--- src/rtl/core/dq_pkg.sv ---
// Shared types and codes for the double-ended queue controller and datapath.
package dq_pkg;

   // Operation selector carried with each request beat.
   typedef enum logic [1:0] {
      KIND_PUSH_FRONT = 2'd0,
      KIND_PUSH_BACK  = 2'd1,
      KIND_POP_FRONT  = 2'd2,
      KIND_POP_BACK   = 2'd3
   } kind_type;

   // Result status carried with each response beat.
   typedef enum logic [1:0] {
      STATUS_DONE  = 2'd0,
      STATUS_EMPTY = 2'd1,
      STATUS_FULL  = 2'd2
   } status_type;

   // Controller states.
   typedef enum logic [1:0] {
      ST_IDLE = 2'd0,
      ST_EXEC = 2'd1,
      ST_EMIT = 2'd2
   } state_type;

   // Commands from the controller to the datapath.
   typedef struct packed {
      logic capture;
      logic execute;
      logic load_out;
   } cmd_type;

   localparam int unsigned VALUE_W = 32;
   localparam int unsigned OCC_W   = 7;

endpackage

--- src/rtl/core/double_ended_queue.sv ---
// Top level of the double-ended queue: controller and datapath.
// A bounded double-ended queue of 32-bit words held in a ring buffer of CAPACITY
// entries. Each request beat pushes at the front, pushes at the back,
// pops from the front or pops from the back, and yields exactly one response beat
// with a status (done, pop on empty, push on full), the popped word (zero unless a
// pop succeeded) and the occupancy after the operation, masked to 7 bits. A full
// queue drops the pushed word; an empty queue leaves everything unchanged. One
// operation is handled at a time and occupies three controller states: accept,
// execute (pointer update plus the single memory write or registered read) and
// emit. A new request is therefore accepted only after the previous one has left
// emit; the response beat is valid once emit loads it. The response sits in an output
// register, so the next request is accepted while it waits to be taken; emit holds
// only while the previous response beat has still not been taken.
// The word memory needs no clearing after reset; the block is ready at once.
module double_ended_queue #(
   parameter int unsigned CAPACITY = 64
) (
   input  logic        clock,
   input  logic        reset,
   input  logic        req_tvalid,
   output logic        req_tready,
   input  logic [31:0] req_tdata,   // [31:0] push_value
   input  logic [1:0]  req_tuser,   // [1:0] kind
   output logic        rsp_tvalid,
   input  logic        rsp_tready,
   output logic [39:0] rsp_tdata,   // [31:0] popped_value, [38:32] occupancy, [39] zero
   output logic [1:0]  rsp_tuser    // [1:0] status
);

   dq_pkg::cmd_type            cmd;
   logic [1:0]                 rsp_status;
   logic [dq_pkg::VALUE_W-1:0] rsp_popped;
   logic [dq_pkg::OCC_W-1:0]   rsp_occupancy;

   dq_controller u_ctrl (
      .clock      (clock),
      .reset      (reset),
      .req_tvalid (req_tvalid),
      .req_tready (req_tready),
      .rsp_tvalid (rsp_tvalid),
      .rsp_tready (rsp_tready),
      .cmd        (cmd)
   );

   dq_datapath #(
      .CAPACITY (CAPACITY)
   ) u_dp (
      .clock         (clock),
      .reset         (reset),
      .cmd           (cmd),
      .req_kind      (req_tuser),
      .req_value     (req_tdata),
      .rsp_status    (rsp_status),
      .rsp_popped    (rsp_popped),
      .rsp_occupancy (rsp_occupancy)
   );

   // Pack the response beat.
   assign rsp_tdata = {1'b0, rsp_occupancy, rsp_popped};
   assign rsp_tuser = rsp_status;

endmodule

--- src/rtl/core/dq_datapath.sv ---
// Datapath of the double-ended queue: word memory, ring pointers and result registers.
module dq_datapath #(
   parameter int unsigned CAPACITY = 64
) (
   input  logic                          clock,
   input  logic                          reset,
   input  dq_pkg::cmd_type               cmd,
   input  logic [1:0]                    req_kind,
   input  logic [dq_pkg::VALUE_W-1:0]    req_value,
   output logic [1:0]                    rsp_status,
   output logic [dq_pkg::VALUE_W-1:0]    rsp_popped,
   output logic [dq_pkg::OCC_W-1:0]      rsp_occupancy
);

   localparam int unsigned IW = (CAPACITY > 1) ? $clog2(CAPACITY) : 1;
   localparam int unsigned CW = $clog2(CAPACITY + 1);
   localparam int unsigned SW = CW + 1;
   localparam int unsigned EW = (CW > dq_pkg::OCC_W) ? CW : dq_pkg::OCC_W;
   localparam logic [CW-1:0] CAP_C  = CW'(CAPACITY);
   localparam logic [SW-1:0] CAP_S  = SW'(CAPACITY);
   localparam logic [IW-1:0] LAST_I = IW'(CAPACITY - 1);

   // Word storage; entries are only read after being written.
   logic [dq_pkg::VALUE_W-1:0] store_mem [CAPACITY];

   dq_pkg::kind_type           kind_ff, kind_in;
   logic [dq_pkg::VALUE_W-1:0] value_ff, value_in;
   logic [IW-1:0]              front_ff, front_in;
   logic [CW-1:0]              count_ff, count_in;
   dq_pkg::status_type         status_ff, status_in;
   logic                       pop_ok_ff, pop_ok_in;
   logic [dq_pkg::VALUE_W-1:0] rd_data_ff;
   logic [1:0]                 out_status_ff, out_status_in;
   logic [dq_pkg::VALUE_W-1:0] out_popped_ff, out_popped_in;
   logic [dq_pkg::OCC_W-1:0]   out_occ_ff, out_occ_in;

   logic          full, empty;
   logic [IW-1:0] front_dec, front_inc;
   logic [SW-1:0] back_push_sum, back_pop_sum;
   logic [IW-1:0] back_push_pos, back_pop_pos;
   logic          wr_en, rd_en;
   logic [IW-1:0] wr_addr, rd_addr;
   logic [EW-1:0] count_ext;

   // Ring position arithmetic; sums stay below twice the capacity.
   always_comb begin
      full          = (count_ff == CAP_C);
      empty         = (count_ff == '0);
      front_dec     = (front_ff == '0) ? LAST_I : front_ff - 1'b1;
      front_inc     = (front_ff == LAST_I) ? '0 : front_ff + 1'b1;
      back_push_sum = SW'(front_ff) + SW'(count_ff);
      back_pop_sum  = back_push_sum - 1'b1;
      back_push_pos = (back_push_sum >= CAP_S) ? back_push_sum[IW-1:0] - CAP_S[IW-1:0]
                                               : back_push_sum[IW-1:0];
      back_pop_pos  = (back_pop_sum >= CAP_S) ? back_pop_sum[IW-1:0] - CAP_S[IW-1:0]
                                              : back_pop_sum[IW-1:0];
   end

   // Operation decode and pointer update.
   always_comb begin
      kind_in   = kind_ff;
      value_in  = value_ff;
      front_in  = front_ff;
      count_in  = count_ff;
      status_in = status_ff;
      pop_ok_in = pop_ok_ff;
      wr_en     = 1'b0;
      rd_en     = 1'b0;
      wr_addr   = front_dec;
      rd_addr   = front_ff;
      if (cmd.capture) begin
         kind_in  = dq_pkg::kind_type'(req_kind);
         value_in = req_value;
      end
      if (cmd.execute) begin
         status_in = dq_pkg::STATUS_DONE;
         pop_ok_in = 1'b0;
         case (kind_ff)
            dq_pkg::KIND_PUSH_FRONT: begin
               if (full) begin
                  status_in = dq_pkg::STATUS_FULL;
               end else begin
                  wr_en    = 1'b1;
                  wr_addr  = front_dec;
                  front_in = front_dec;
                  count_in = count_ff + 1'b1;
               end
            end
            dq_pkg::KIND_PUSH_BACK: begin
               if (full) begin
                  status_in = dq_pkg::STATUS_FULL;
               end else begin
                  wr_en    = 1'b1;
                  wr_addr  = back_push_pos;
                  count_in = count_ff + 1'b1;
               end
            end
            dq_pkg::KIND_POP_FRONT: begin
               if (empty) begin
                  status_in = dq_pkg::STATUS_EMPTY;
               end else begin
                  rd_en     = 1'b1;
                  rd_addr   = front_ff;
                  pop_ok_in = 1'b1;
                  front_in  = front_inc;
                  count_in  = count_ff - 1'b1;
               end
            end
            dq_pkg::KIND_POP_BACK: begin
               if (empty) begin
                  status_in = dq_pkg::STATUS_EMPTY;
               end else begin
                  rd_en     = 1'b1;
                  rd_addr   = back_pop_pos;
                  pop_ok_in = 1'b1;
                  count_in  = count_ff - 1'b1;
               end
            end
            default: begin
               status_in = dq_pkg::STATUS_DONE;
            end
         endcase
      end
   end

   // Result payload for the output register.
   always_comb begin
      count_ext     = EW'(count_ff);
      out_status_in = out_status_ff;
      out_popped_in = out_popped_ff;
      out_occ_in    = out_occ_ff;
      if (cmd.load_out) begin
         out_status_in = status_ff;
         out_popped_in = pop_ok_ff ? rd_data_ff : '0;
         out_occ_in    = count_ext[dq_pkg::OCC_W-1:0];
      end
   end

   // Pointer state is cleared by reset; payload registers are not.
   always_ff @(posedge clock) begin
      if (reset) begin
         front_ff <= '0;
         count_ff <= '0;
      end else begin
         front_ff <= front_in;
         count_ff <= count_in;
      end
   end

   always_ff @(posedge clock) begin
      kind_ff       <= kind_in;
      value_ff      <= value_in;
      status_ff     <= status_in;
      pop_ok_ff     <= pop_ok_in;
      out_status_ff <= out_status_in;
      out_popped_ff <= out_popped_in;
      out_occ_ff    <= out_occ_in;
   end

   // Single write port and registered read port.
   always_ff @(posedge clock) begin
      if (wr_en) begin
         store_mem[wr_addr] <= value_ff;
      end
      if (rd_en) begin
         rd_data_ff <= store_mem[rd_addr];
      end
   end

   assign rsp_status    = out_status_ff;
   assign rsp_popped    = out_popped_ff;
   assign rsp_occupancy = out_occ_ff;

`ifndef ASSERT_OFF
   a_count_bound: assert property (@(posedge clock) disable iff (reset)
      count_ff <= CAP_C)
      else $error("occupancy exceeds capacity");

   a_front_bound: assert property (@(posedge clock) disable iff (reset)
      front_ff <= LAST_I)
      else $error("front pointer out of range");

   a_push_grows: assert property (@(posedge clock) disable iff (reset)
      (cmd.execute && !full && (kind_ff == dq_pkg::KIND_PUSH_FRONT ||
       kind_ff == dq_pkg::KIND_PUSH_BACK)) |=> (count_ff == $past(count_ff) + 1'b1))
      else $error("successful push did not grow the queue");

   a_empty_pop_holds: assert property (@(posedge clock) disable iff (reset)
      (cmd.execute && empty && (kind_ff == dq_pkg::KIND_POP_FRONT ||
       kind_ff == dq_pkg::KIND_POP_BACK)) |=> ($stable(count_ff) && $stable(front_ff)))
      else $error("pop on empty queue changed the pointers");
`endif

endmodule

--- src/rtl/core/dq_controller.sv ---
// Controller state machine of the double-ended queue: sequences accept, execute and emit.
module dq_controller (
   input  logic            clock,
   input  logic            reset,
   input  logic            req_tvalid,
   output logic            req_tready,
   output logic            rsp_tvalid,
   input  logic            rsp_tready,
   output dq_pkg::cmd_type cmd
);

   dq_pkg::state_type state_ff, state_in;
   logic              rsp_valid_ff, rsp_valid_in;

   // Next state and datapath commands.
   always_comb begin
      state_in     = state_ff;
      cmd          = '0;
      req_tready   = 1'b0;
      case (state_ff)
         dq_pkg::ST_IDLE: begin
            req_tready = 1'b1;
            if (req_tvalid) begin
               cmd.capture = 1'b1;
               state_in    = dq_pkg::ST_EXEC;
            end
         end
         dq_pkg::ST_EXEC: begin
            cmd.execute = 1'b1;
            state_in    = dq_pkg::ST_EMIT;
         end
         dq_pkg::ST_EMIT: begin
            if (!rsp_valid_ff || rsp_tready) begin
               cmd.load_out = 1'b1;
               state_in     = dq_pkg::ST_IDLE;
            end
         end
         default: begin
            state_in = dq_pkg::ST_IDLE;
         end
      endcase
   end

   // Output beat valid: set on load, cleared when taken.
   always_comb begin
      rsp_valid_in = rsp_valid_ff;
      if (cmd.load_out) begin
         rsp_valid_in = 1'b1;
      end else if (rsp_tready) begin
         rsp_valid_in = 1'b0;
      end
   end

   always_ff @(posedge clock) begin
      if (reset) begin
         state_ff     <= dq_pkg::ST_IDLE;
         rsp_valid_ff <= 1'b0;
      end else begin
         state_ff     <= state_in;
         rsp_valid_ff <= rsp_valid_in;
      end
   end

   assign rsp_tvalid = rsp_valid_ff;

`ifndef ASSERT_OFF
   a_capture_to_exec: assert property (@(posedge clock) disable iff (reset)
      cmd.capture |=> (state_ff == dq_pkg::ST_EXEC))
      else $error("accepted beat not executed next cycle");

   a_load_slot_free: assert property (@(posedge clock) disable iff (reset)
      cmd.load_out |-> (!rsp_valid_ff || rsp_tready))
      else $error("output register overwritten before it was taken");

   a_one_command: assert property (@(posedge clock) disable iff (reset)
      $onehot0({cmd.capture, cmd.execute, cmd.load_out}))
      else $error("more than one datapath command at once");
`endif

endmodule
--- config.mk ---
export PLATFORM = sky130hd
export DESIGN_NAME = double_ended_queue
export DESIGN_NICKNAME = d
export VERILOG_FILES = /design/src/rtl/core/dq_pkg.sv /design/src/rtl/core/double_ended_queue.sv /design/src/rtl/core/dq_datapath.sv /design/src/rtl/core/dq_controller.sv
export SDC_FILE = /design/constraint.sdc
export NUM_CORES = 2
export LEC_CHECK = 0
export BUFFER_PORTS_ARGS = -buffer_cell sky130_fd_sc_hd__clkbuf_2
export CAP_MARGIN = 0
export CORE_ASPECT_RATIO = 0.75
export CORE_MARGIN = 2
export CORE_UTILIZATION = 40
export DETAILED_ROUTE_END_ITERATION = 7
export GPL_TIMING_DRIVEN = 0
export HOLD_SLACK_MARGIN = 0.08
export PLACE_DENSITY_LB_ADDON = 0.25
export SLEW_MARGIN = 20
export SYNTH_ARGS = -nofsm -noshare
export SYNTH_HDL_FRONTEND = slang
export SYNTH_SLANG_ARGS = --single-unit
--- constraint.sdc ---
create_clock -name clock -period 3.7 [get_ports clock]
set_input_delay 0.925 -clock clock [delete_from_list [all_inputs] [get_ports clock]]
set_output_delay 0.925 -clock clock [all_outputs]
set_load 0.03 [all_outputs]
==> results.txt <==
Status -> complete, but fails checks
Violated checks -> setup timing
Leak -> 36.9 nW
Kind of critical path -> flop to flop
Buffers on Ports -> 80
Syn. warnings -> 0
Yosys reg bits -> 2174
Share of layout cells above drive strength 1 -> 0.351
Wire per inst -> 35.2 microns
Setup WS post-layout -> -0.409 ns
NetSw -> 12.7 mW
Row Count -> 145
Sw Share -> 0.236
Async S/R FF share, synth -> 0
Routed Antenna Nets -> 0
Hold path depth -> 1
Global-route wire length before repair -> 373000 microns
Total gr overflow -> 0
Tot GR Track Use -> 0.253
Cells on worst reg2reg path -> 14
Syn-to-layout area delta -> 27.3%
Critical Path End Type -> flop
CP Launch Type -> flop
Yosys cell types -> 63
Fin crit share -> 1.11
# IOs -> 82
FF+latch area -> 0.0651 sq mm
WP data arrival -> 4.70 ns
Die W -> 533 microns
Post-Synthesis Cells -> 4124
Average size of a mapped cell -> 20.3 sq um
Largest net degree at the start of global routing -> 36
Starting Density -> 0.403
Residual DRC -> 0
Final wirelength -> 278000 microns
Worst slew margin -> 0.231
Number of synthesized flops with an enable pin -> 2158
Unrepaired setup endpoints after global routing -> yes
Die Ht -> 401 microns
Multi-input gate area -> 0.0200 sq mm
Core Region -> 0.208 sq mm
Syn nets -> 4178
Mapped Area -> 0.0839 sq mm
Maximum clock rate -> 0.243 GHz
Drt pass-1 iters -> 6
Reg clk slew, reported paths -> 0.06 ns
Seq/Total Area, Yosys -> 0.776
Power share of the clock group -> 0.389
Setup TNS -> -8.27 ns
Dpl hpwl -> 182000 microns
Actual slew at the worst max-slew pin -> 1.15 ns
Max_cap viols -> 0
CTS tree -> built
Power Density -> 502 mW/mm^2
Vias in the first global route -> 45000
Pre-CTS setup slack -> -2.35 ns
Die area -> 0.213 sq mm
Clock skew -> 0.0546 ns
Ys flop type -> edfxtp_1
H-tree Lvls -> 4
Worst VDD drop -> 0.514 mV
Worst-path maximum fanout -> 10
Critical Path RT -> 4.29 ns
Hold crit path type -> primary input to flop
Comb power frac -> 0.100
Post-layout minimum cycle time -> 4.11 ns
Clock Path Buffers -> 4
Root Buffer -> clkbuf_16
Sequential share of power -> 0.510
Antenna violations before repair -> 7
Placer's final routability congestion estimate -> 0.925
Setup violations, final -> 39
Most frequent cells in the layout -> 2158 x edfxtp_1, 413 x mux2i_1, 286 x mux4_2
# clock sinks -> 2174
Final Hold Violating Endpoints -> 0
CTS Buf Count -> 215
# fillers -> 16100
Total number of vias -> 47700
Slew Viols, Final -> 0
Worst-Skew Late Latency -> 0.87 ns
Via density -> 6.05
Internal -> 41.0 mW
Number of DRC markers in iteration 0 -> 7780
Most common cell after layout, fill and taps aside -> edfxtp_1
Layout Nets -> 4981
## cells in the mapped netlist (all sizes together) (15+ instances only)
| cell type | instances | area (sq um) |
|---|---|---|
| a21oi | 147 | 736 |
| a22oi | 60 | 450 |
| and2 | 39 | 244 |
| buf | 164 | 1190 |
| clkbuf | 75 | 282 |
| dfxtp | 16 | 320 |
| edfxtp | 2158 | 64800 |
| mux2i | 452 | 4530 |
| mux4 | 286 | 6440 |
| nand2 | 43 | 161 |
| nor2 | 99 | 372 |
| nor3 | 75 | 375 |
| o21ai | 34 | 174 |
| o221ai | 183 | 1630 |
| o22ai | 119 | 744 |
| or3 | 15 | 93.8 |
| or4 | 22 | 169 |
## flip-flops by register name, summed over array words and instances (netlist names)
name,count
u_ctrl.rsp_tvalid,1
u_ctrl.state_ff,2
u_dp.count_ext,7
u_dp.front_ff,6
u_dp.kind_ff,2
u_dp.pop_ok_ff,1
u_dp.rd_data_ff,32
u_dp.rsp_occupancy,7
u_dp.rsp_popped,32
u_dp.rsp_status,2
u_dp.status_ff,2
u_dp.store_mem,2048
u_dp.value_ff,32
## power groups by stage
stage / clock [mW] / combinational (mW) / sequential [mW]
floorplan: 0 / 1.94 / 28.1
global placement: 0 / 3.29 / 28.3
detailed placement: 0 / 4.02 / 27.9
CTS: 21.1 / 5.01 / 27.4
global route: 22.1 / 5.51 / 27.4
finish: 20.9 / 5.38 / 27.4
## final timing paths
path | from | to | slack, ns
setup / recovery | u_dp.count_ext[0] | u_dp.rd_data_ff[8] | -0.41
hold / removal | req_tuser[1] | u_dp.kind_ff[1] | 0.23
setup reg to reg | u_dp.count_ext[0] | u_dp.rd_data_ff[8] | -0.41
hold reg to reg | u_dp.status_ff[1] | u_dp.rsp_status[1] | 0.42
## repair_timing
action / in CTS / in global routing
gates cloned: 21 / 5
endpoints found under the setup margin: 2080 / 2057
hold buffers: 0 / 0
pin swaps: 179 / 88
buffers inserted: 223 / 67
resized for setup: 808 / 209
## cell type report
| type | instances | share of cell area |
|---|---|---|
| flip-flops and latches | 2174 | 0.610 |
| multi-input cells | 1703 | 0.187 |
| clock inverters | 109 | 0.00757 |
| inverters | 8 | 0.000281 |
| clock buffers | 271 | 0.0531 |
| plain buffers | 236 | 0.0303 |
| diodes | 3 | 0.0000703 |
| well taps | 2793 | 0.0327 |
| repair buffers | 589 | 0.0789 |
## cell families after synthesis
family / Yosys count / synth area share
compound gates: 600 / 0.0501
xor+xnor: 19 / 0.00215
fa+ha+maj: 16 / 0.00256
buf+inv: 247 / 0.0179
flops: 2174 / 0.776
mux: 748 / 0.132
other cells: 1 / 0.0000447
simple gates: 319 / 0.0190
## per-stage QoR
stage	instances	utilization	hold WS (ns)	instance area [sq um]	power (mW)
6_report	7886	0.512	0.233	107000	53.7
2_1_floorplan	4124	-	0.400	83900	30.0
3_5_place_dp	7197	0.444	0.416	92500	31.9
3_3_place_gp	6997	0.421	0.419	87800	31.6
4_1_cts	7819	0.505	0.182	105000	53.5
5_1_grt	7883	0.512	0.212	107000	55.0
## worst max-delay path, cell delays in order (launching register included)
cell and delay (ns):
dfxtp_4 0.36, or4_4 0.55, o21a_1 0.21, buf_6 0.13, mux2i_4 0.23, buf_12 0.21, buf_16 0.16, buf_12 0.14
buf_16 0.14, buf_12 0.19, mux2i_4 0.31, o221ai_2 0.18, a21oi_2 0.23, nor3_2 0.13, or4_4 0.60
## layer usage
layer | GRT usage | routed length, microns
met1 | 0.374 | 112000
met2 | 0.352 | 116000
met3 | 0.0763 | 37300
met4 | 0.0905 | 11800
met5 | 0 | 8
No activity file was read; power rests on OpenSTA's default activity.
